## src/hw/rtl/tlca_pkg.sv

```systemverilog
// shared types, constants and controller command codes for the lca engine
package tlca_pkg;

    localparam int NODE_W          = 17;
    localparam int CFG_W           = 18;
    localparam int DEF_MAX_NODES   = 131072;
    localparam int DEF_LOG_LEVELS  = 17;

    localparam logic [1:0] CMD_ADD   = 2'd0;
    localparam logic [1:0] CMD_BUILD = 2'd1;
    localparam logic [1:0] CMD_QUERY = 2'd2;

    typedef enum logic [4:0] {
        OP_NONE,
        OP_LATCH,
        OP_DECODE,
        OP_CLR,
        OP_BINIT,
        OP_EN0,
        OP_EN1,
        OP_ENL,
        OP_ENW,
        OP_WRD,
        OP_WCHK,
        OP_WPOP,
        OP_WPOP2,
        OP_WSIB,
        OP_ERDB,
        OP_ECHK,
        OP_ERDA,
        OP_EWR,
        OP_Q0,
        OP_Q1,
        OP_Q2,
        OP_Q3,
        OP_QLA,
        OP_QLB,
        OP_QLC,
        OP_QF,
        OP_QF2,
        OP_LOAD
    } t_op;

    typedef struct packed {
        t_op  op;
        logic clr_link;
    } t_dp_ctl;

    typedef struct packed {
        logic [1:0] cmd;
        logic       bad;
        logic       link_hp;
        logic       clr_last;
        logic       lvl_last;
        logic       lvl_zero;
        logic       rd_cok;
        logic       rd_vis;
        logic       sp_one;
        logic       anc_ab;
        logic       anc_ba;
    } t_dp_sts;

endpackage

```

## src/hw/rtl/tlca_ctrl.sv

```systemverilog
// sequencing state machine for add edge, build walk and query
module tlca_ctrl
    import tlca_pkg::*;
#(
    parameter int LOG_LEVELS = DEF_LOG_LEVELS
) (
    input  logic    i_clk,
    input  logic    i_rst_n,
    input  logic    i_in_valid,
    output logic    o_in_stall,
    output logic    o_out_valid,
    input  logic    i_out_stall,
    output t_dp_ctl o_ctl,
    input  t_dp_sts i_sts
);

    typedef enum logic [4:0] {
        S_RCLR, S_IDLE, S_DEC, S_BCLR, S_BINIT, S_EN0, S_EN1, S_ENL, S_ENW,
        S_WRD, S_WCHK, S_WPOP, S_WPOP2, S_WSIB, S_ERDB, S_ECHK, S_ERDA, S_EWR,
        S_Q0, S_Q1, S_Q2, S_Q3, S_QLA, S_QLB, S_QLC, S_QF, S_QF2, S_FIN
    } t_state;

    t_state r_state, n_state;
    logic   r_out_valid;
    logic   accept;
    logic   out_free;

    assign accept     = (r_state == S_IDLE) && i_in_valid;
    assign out_free   = !r_out_valid || !i_out_stall;
    assign o_in_stall = (r_state != S_IDLE);
    assign o_out_valid = r_out_valid;

    always_comb begin
        o_ctl.clr_link = (r_state == S_RCLR);
        unique case (r_state)
            S_RCLR, S_BCLR: o_ctl.op = OP_CLR;
            S_IDLE:  o_ctl.op = accept ? OP_LATCH : OP_NONE;
            S_DEC:   o_ctl.op = OP_DECODE;
            S_BINIT: o_ctl.op = OP_BINIT;
            S_EN0:   o_ctl.op = OP_EN0;
            S_EN1:   o_ctl.op = OP_EN1;
            S_ENL:   o_ctl.op = OP_ENL;
            S_ENW:   o_ctl.op = OP_ENW;
            S_WRD:   o_ctl.op = OP_WRD;
            S_WCHK:  o_ctl.op = OP_WCHK;
            S_WPOP:  o_ctl.op = OP_WPOP;
            S_WPOP2: o_ctl.op = OP_WPOP2;
            S_WSIB:  o_ctl.op = OP_WSIB;
            S_ERDB:  o_ctl.op = OP_ERDB;
            S_ECHK:  o_ctl.op = OP_ECHK;
            S_ERDA:  o_ctl.op = OP_ERDA;
            S_EWR:   o_ctl.op = OP_EWR;
            S_Q0:    o_ctl.op = OP_Q0;
            S_Q1:    o_ctl.op = OP_Q1;
            S_Q2:    o_ctl.op = OP_Q2;
            S_Q3:    o_ctl.op = OP_Q3;
            S_QLA:   o_ctl.op = OP_QLA;
            S_QLB:   o_ctl.op = OP_QLB;
            S_QLC:   o_ctl.op = OP_QLC;
            S_QF:    o_ctl.op = OP_QF;
            S_QF2:   o_ctl.op = OP_QF2;
            S_FIN:   o_ctl.op = out_free ? OP_LOAD : OP_NONE;
            default: o_ctl.op = OP_NONE;
        endcase
    end

    always_comb begin
        n_state = r_state;
        unique case (r_state)
            S_RCLR:  if (i_sts.clr_last) n_state = S_IDLE;
            S_IDLE:  if (accept) n_state = S_DEC;
            S_DEC: begin
                if (i_sts.cmd == CMD_BUILD) begin
                    n_state = S_BCLR;
                end else if (i_sts.cmd == CMD_ADD && !i_sts.bad) begin
                    n_state = S_ERDB;
                end else if (i_sts.cmd == CMD_QUERY && !i_sts.bad) begin
                    n_state = S_Q0;
                end else begin
                    n_state = S_FIN;
                end
            end
            S_BCLR:  if (i_sts.clr_last) n_state = S_BINIT;
            S_BINIT: n_state = S_EN0;
            S_EN0:   n_state = S_EN1;
            S_EN1:   n_state = (LOG_LEVELS > 1) ? S_ENL : S_ENW;
            S_ENL:   if (i_sts.lvl_last) n_state = S_ENW;
            S_ENW:   n_state = S_WRD;
            S_WRD:   n_state = S_WCHK;
            S_WCHK: begin
                if (i_sts.rd_cok) begin
                    n_state = S_WSIB;
                end else if (i_sts.sp_one) begin
                    n_state = S_FIN;
                end else begin
                    n_state = S_WPOP;
                end
            end
            S_WPOP:  n_state = S_WPOP2;
            S_WPOP2: n_state = S_WRD;
            S_WSIB:  n_state = i_sts.rd_vis ? S_WRD : S_EN0;
            S_ERDB:  n_state = S_ECHK;
            S_ECHK:  n_state = i_sts.link_hp ? S_FIN : S_ERDA;
            S_ERDA:  n_state = S_EWR;
            S_EWR:   n_state = S_FIN;
            S_Q0:    n_state = S_Q1;
            S_Q1:    n_state = S_Q2;
            S_Q2:    n_state = S_Q3;
            S_Q3:    n_state = (i_sts.anc_ab || i_sts.anc_ba) ? S_FIN : S_QLA;
            S_QLA:   n_state = S_QLB;
            S_QLB:   n_state = S_QLC;
            S_QLC:   n_state = i_sts.lvl_zero ? S_QF : S_QLA;
            S_QF:    n_state = S_QF2;
            S_QF2:   n_state = S_FIN;
            S_FIN:   if (out_free) n_state = S_IDLE;
            default: n_state = S_IDLE;
        endcase
    end

    always_ff @(posedge i_clk) begin
        if (!i_rst_n) begin
            r_state     <= S_RCLR;
            r_out_valid <= 1'b0;
        end else begin
            r_state <= n_state;
            if (r_state == S_FIN && out_free) begin
                r_out_valid <= 1'b1;
            end else if (!i_out_stall) begin
                r_out_valid <= 1'b0;
            end
        end
    end

endmodule

```

## config.mk

```make
export PLATFORM = sky130hd
export DESIGN_NAME = tlca_ctrl
export DESIGN_NICKNAME = d
export VERILOG_FILES = /design/src/hw/rtl/tlca_pkg.sv /design/src/hw/rtl/tlca_ctrl.sv
export SDC_FILE = /design/constraint.sdc
export NUM_CORES = 1
export LEC_CHECK = 0
export BUFFER_PORTS_ARGS = -buffer_cell sky130_fd_sc_hd__buf_4
export CORE_MARGIN = 5
export CORE_UTILIZATION = 55
export DETAILED_ROUTE_END_ITERATION = 10
export MAX_ROUTING_LAYER = met4
export PLACE_DENSITY = 0.83
export SYNTH_ARGS = -nofsm -noshare
export SYNTH_HDL_FRONTEND = slang
export SYNTH_SLANG_ARGS = --single-unit
```

## constraint.sdc

```tcl
create_clock -name i_clk -period 3.7 [get_ports i_clk]
set_clock_uncertainty 0.1 [all_clocks]
set_input_delay 0.37 -clock i_clk [delete_from_list [all_inputs] [get_ports i_clk]]
set_output_delay 0.37 -clock i_clk [all_outputs]
set_load 0.03 [all_outputs]
```

* Word level (Yosys, flattened, before mapping)
Index checks and enable logic that the tools add are counted. W data, S select, Z words.
Operators by class: equality and inequality tests 36, reduce and logical (&&, ||, !) cells 15, multiplexer cells 20
Operators by type and width (count):
- $pmux W5 S27 | 1
- $pmux W5 S26 | 1
- $eq A5 B5 Y1 const B | 12
- $mux W5 | 10
- $eq A5 B4 Y1 const B | 8
- $eq A5 B3 Y1 const B | 4
- $mux W4 | 5
- $eq A5 B2 Y1 const B | 2
- $ne A2 B2 Y1 const B | 4
- $reduce_or A2 Y1 | 3
- $eq A5 B1 Y1 const B | 1
- $logic_not A5 Y1 | 1
- $ne A5 B1 Y1 const B | 1
- $reduce_and A5 Y1 | 1
- $logic_and A1 B1 Y1 | 4
- $ne A2 B1 Y1 const B | 2
- $logic_not A1 Y1 | 3
- $mux W1 | 3
- $eq A2 B1 Y1 const B | 1
- $eq A2 B2 Y1 const B | 1
- $logic_not A2 Y1 | 1
- $logic_or A1 B1 Y1 | 2
Storage, ports and cells: flip-flop bits (word level) 6, word-level logic and storage cells 73

* Logic depth before layout (Yosys ltp)
depth after elaboration 6, mapped depth 7

* Least setup slack after synthesis
No wires, ideal clock.
kind register -> output, from register r_state[0], to output port o_ctl[2] in the netlist's numbering, buffers on the path 3, setup slack 1554 ps, stages on the path, launching flop included 7, data required time 3230 ps, arrival time 1676 ps, path through dfxtp_1 buf_2 buf_2 buf_2 nor3_1 nor2_1 o21ai_0
RTL lines:
- start, declared | line tlca_ctrl.sv:23 | t_state r_state, n_state;
- start signal, assigned | line tlca_ctrl.sv:125 | r_state <= n_state;
- end, declared | line tlca_ctrl.sv:13 | output t_dp_ctl o_ctl,

==> qor.yml <==
run_status:
  status: "completed"
yosys:
  synthXorXnorAreaFrac: 0
  syn-num-nets: 143
  synthAdderAreaFrac: 0
  syn_area_per_cell_um2: 6.71
  netlist-cell-type-count: 43
  async_reset_ff_frac: 0
  syn_area_um2: 852
  yosysWarnings: 0
  synthSimpleGateAreaFrac: 0.369
  synth-compound-area-share: 0.401
  synth_edf_count: 0
  synth_top_family_by_area: "compound AO/OA/AOI/OAI gates"
  synthFlopType: "dfxtp_1"
  synth-seq-cells: 6
  yosysSeqAreaShare: 0.141
  netlist_instances: 127
  synthMuxAreaShare: 0
pwr:
  p_sw_w: 0.0000702
  p_leak_nw: 0.382
  swShare: 0.330
  p_int_w: 0.000142
  p_clk_frac: 0.269
  p_per_area_nw_per_um2: 212
  ir_drop_v: 0.000242
  p_seq_frac: 0.371
  comb_power_share: 0.359
grt:
  globalRoute.totalOverflow: 0
  grt_pass1_wl_mm: 3.97
  antenna_found_initial: 0
  grt_pass1_vias: 959
  grt_max_degree: 32
  track_usage: 0.201
job:
  max-cap-violations: 0
worst_setup_path:
  crit_chain: "or4_4, o21ai_0, o31a_1, o22ai_1, buf_4"
  cp.arrival_ns: 2.01
  critPathLaunchType: "register"
  path_class: "register to output port"
  cpPeakStageDelay_ns: 0.66
  path_max_fanout: 27
  r2r_cells: 4
  cpMaxStageDelayCell: "or4_4"
  end_kind: "output port"
  required_ns: 3.23
placement:
  portBuffers: 23
  gp_congestion: 0.911
  dp_hpwl_mm: 1.73
sta:
  hold_violations: 0
  fin_setup_tns_ns: 0
  final_max_slew_viol_count: 0
  relSlewSlack: 0.408
  rsz0062_at_grt: "false"
  worst-slew-pin-transition_ns: 0.887
  period_needed_ns: 2.48
  fin_crit_sh: 0.670
  final-setup-viol-count: 0
  holdWs_ns: 0.286
  fmax_mhz: 404
final_layout:
  drive_above_1_share: 0.213
  num_antenna_cells: 0
  fillers: 135
  final_common_cell: "buf_4"
  final_cell_mix: "23 x buf_4, 11 x nor2_1, 10 x nand2_1, 10 x a21oi_1, 8 x o21ai_0"
  area_growth_pct: 17.6
  fin_nets: 159
clock_tree:
  cts_setup_buffers: 0
  cts_hold_buffers: 0
  cts.reportedPaths.clkPinSlew_ns: 0.04
  htreeDepth: 1
  cts_tree: "built"
  clock_latency_ns: 0.24
  cts_buffers: 3
  postCtsResizedCells: 0
  cts_buffer_depth: 2
  clkSinkCount: 6
  clockRootBuffer: "clkbuf_4"
die:
  row_count: 14
  start_util: 0.572
  num_io_pins: 24
  dieHeight_um: 49.4
  dieArea_um2: 2440
  die_x_um: 49.4
  coreArea_um2: 1490
min_path:
  hp-class: "input port to register"
  hold_depth: 2
routing:
  vias: 1027
  vias_per_cell: 6.54
  post_drt_wl_per_cell_um: 14.9
  final_antenna_net_count: 0
  route.detailed.drc: 0
  firstDrtPassIters: 4
  wl_mm: 2.33
  first_iter_violations: 15
==> synth_stat cells, types with 3 or more instances <==
cell,n,area share
nor2_1,11,0.048
nand3_1,5,0.029
nor2b_1,7,0.051
dfxtp_1,6,0.14
nor3_1,5,0.029
o22ai_1,4,0.029
a21oi_1,10,0.059
a31oi_1,3,0.022
o21ai_0,8,0.047
and2_1,3,0.022
nand2b_1,7,0.051
nand2_1,10,0.044
buf_2,10,0.059
inv_1,3,0.013
==> registers in the layout, indices dropped and copies added, names as in the netlist <==
register / flops
o_out_valid: 1
r_state: 5
==> final cells by class <==
type | instances | area (um^2) | share of cell area
Multi-Input combinational cell | 106 | 656 | 0.654
Inverter | 3 | 11.3 | 0.0112
Sequential cell | 6 | 120 | 0.120
Clock buffer | 3 | 22.5 | 0.0225
Tap cell | 16 | 20.0 | 0.0200
Timing Repair Buffer | 23 | 173 | 0.172
==> cell families (layout without fill, tap and decap cells) <==
kind of cell           after synthesis  after routing
AND/OR/NAND/NOR                     57             57
AO/OA/AOI/OAI                       49             49
buffers and inverters               15             29
flip-flops                           6              6
==> per-layer routing <==
layer / up-vias / GRT usage / wire length (um)
met2: 47 / 0.303 / 1120
li1: 509 / - / -
met1: 467 / 0.260 / 1010
met3: 4 / 0.0550 / 164
met4: 0 / 0.0538 / 31
met5: - / - / 0
==> critical path: cells and delay by family (launching register included) <==
family,cells,cell delay (ns)
simple gates,1,0.66
flops,1,0.55
compound gates,3,0.38
buf+inv,1,0.17
==> path summary, 6_finish.rpt <==
path / to / slack, ns / startpoint
setup / recovery: o_ctl[1] / 1.22 / r_state[2]$_SDFFE_PN0P_
setup reg to reg: r_state[2]$_SDFFE_PN0P_ / 1.47 / r_state[0]$_SDFFE_PN0P_
hold reg to reg: o_out_valid$_SDFFE_PN0P_ / 0.47 / o_out_valid$_SDFFE_PN0P_
hold / removal: r_state[3]$_SDFFE_PN0P_ / 0.29 / i_rst_n
==> power groups by stage <==
| stage | registers [W] | clock network (W) | logic (W) |
|---|---|---|---|
| floorplan | 0.0000691 | 0 | 0.0000572 |
| global placement | 0.0000794 | 0 | 0.0000748 |
| detailed placement | 0.0000796 | 0 | 0.0000762 |
| CTS | 0.0000785 | 0.0000604 | 0.0000766 |
| global route | 0.0000797 | 0.0000684 | 0.0000827 |
| finish | 0.0000789 | 0.0000572 | 0.0000764 |
==> stage by stage <==
stage | utilization | std cells | setup WS (ns) | total power (W) | instance area [um^2]
after floorplan | - | 127 | 1.55 | 0.000126 | 852
after global placement | 0.658 | 154 | 1.53 | 0.000154 | 980
after detailed placement | 0.658 | 154 | 1.49 | 0.000156 | 980
after CTS | 0.673 | 157 | 1.23 | 0.000215 | 1000
after global routing | 0.673 | 157 | 1.07 | 0.000231 | 1000
final | 0.673 | 157 | 1.22 | 0.000212 | 1000
No activity file was read; power rests on OpenSTA's default activity.
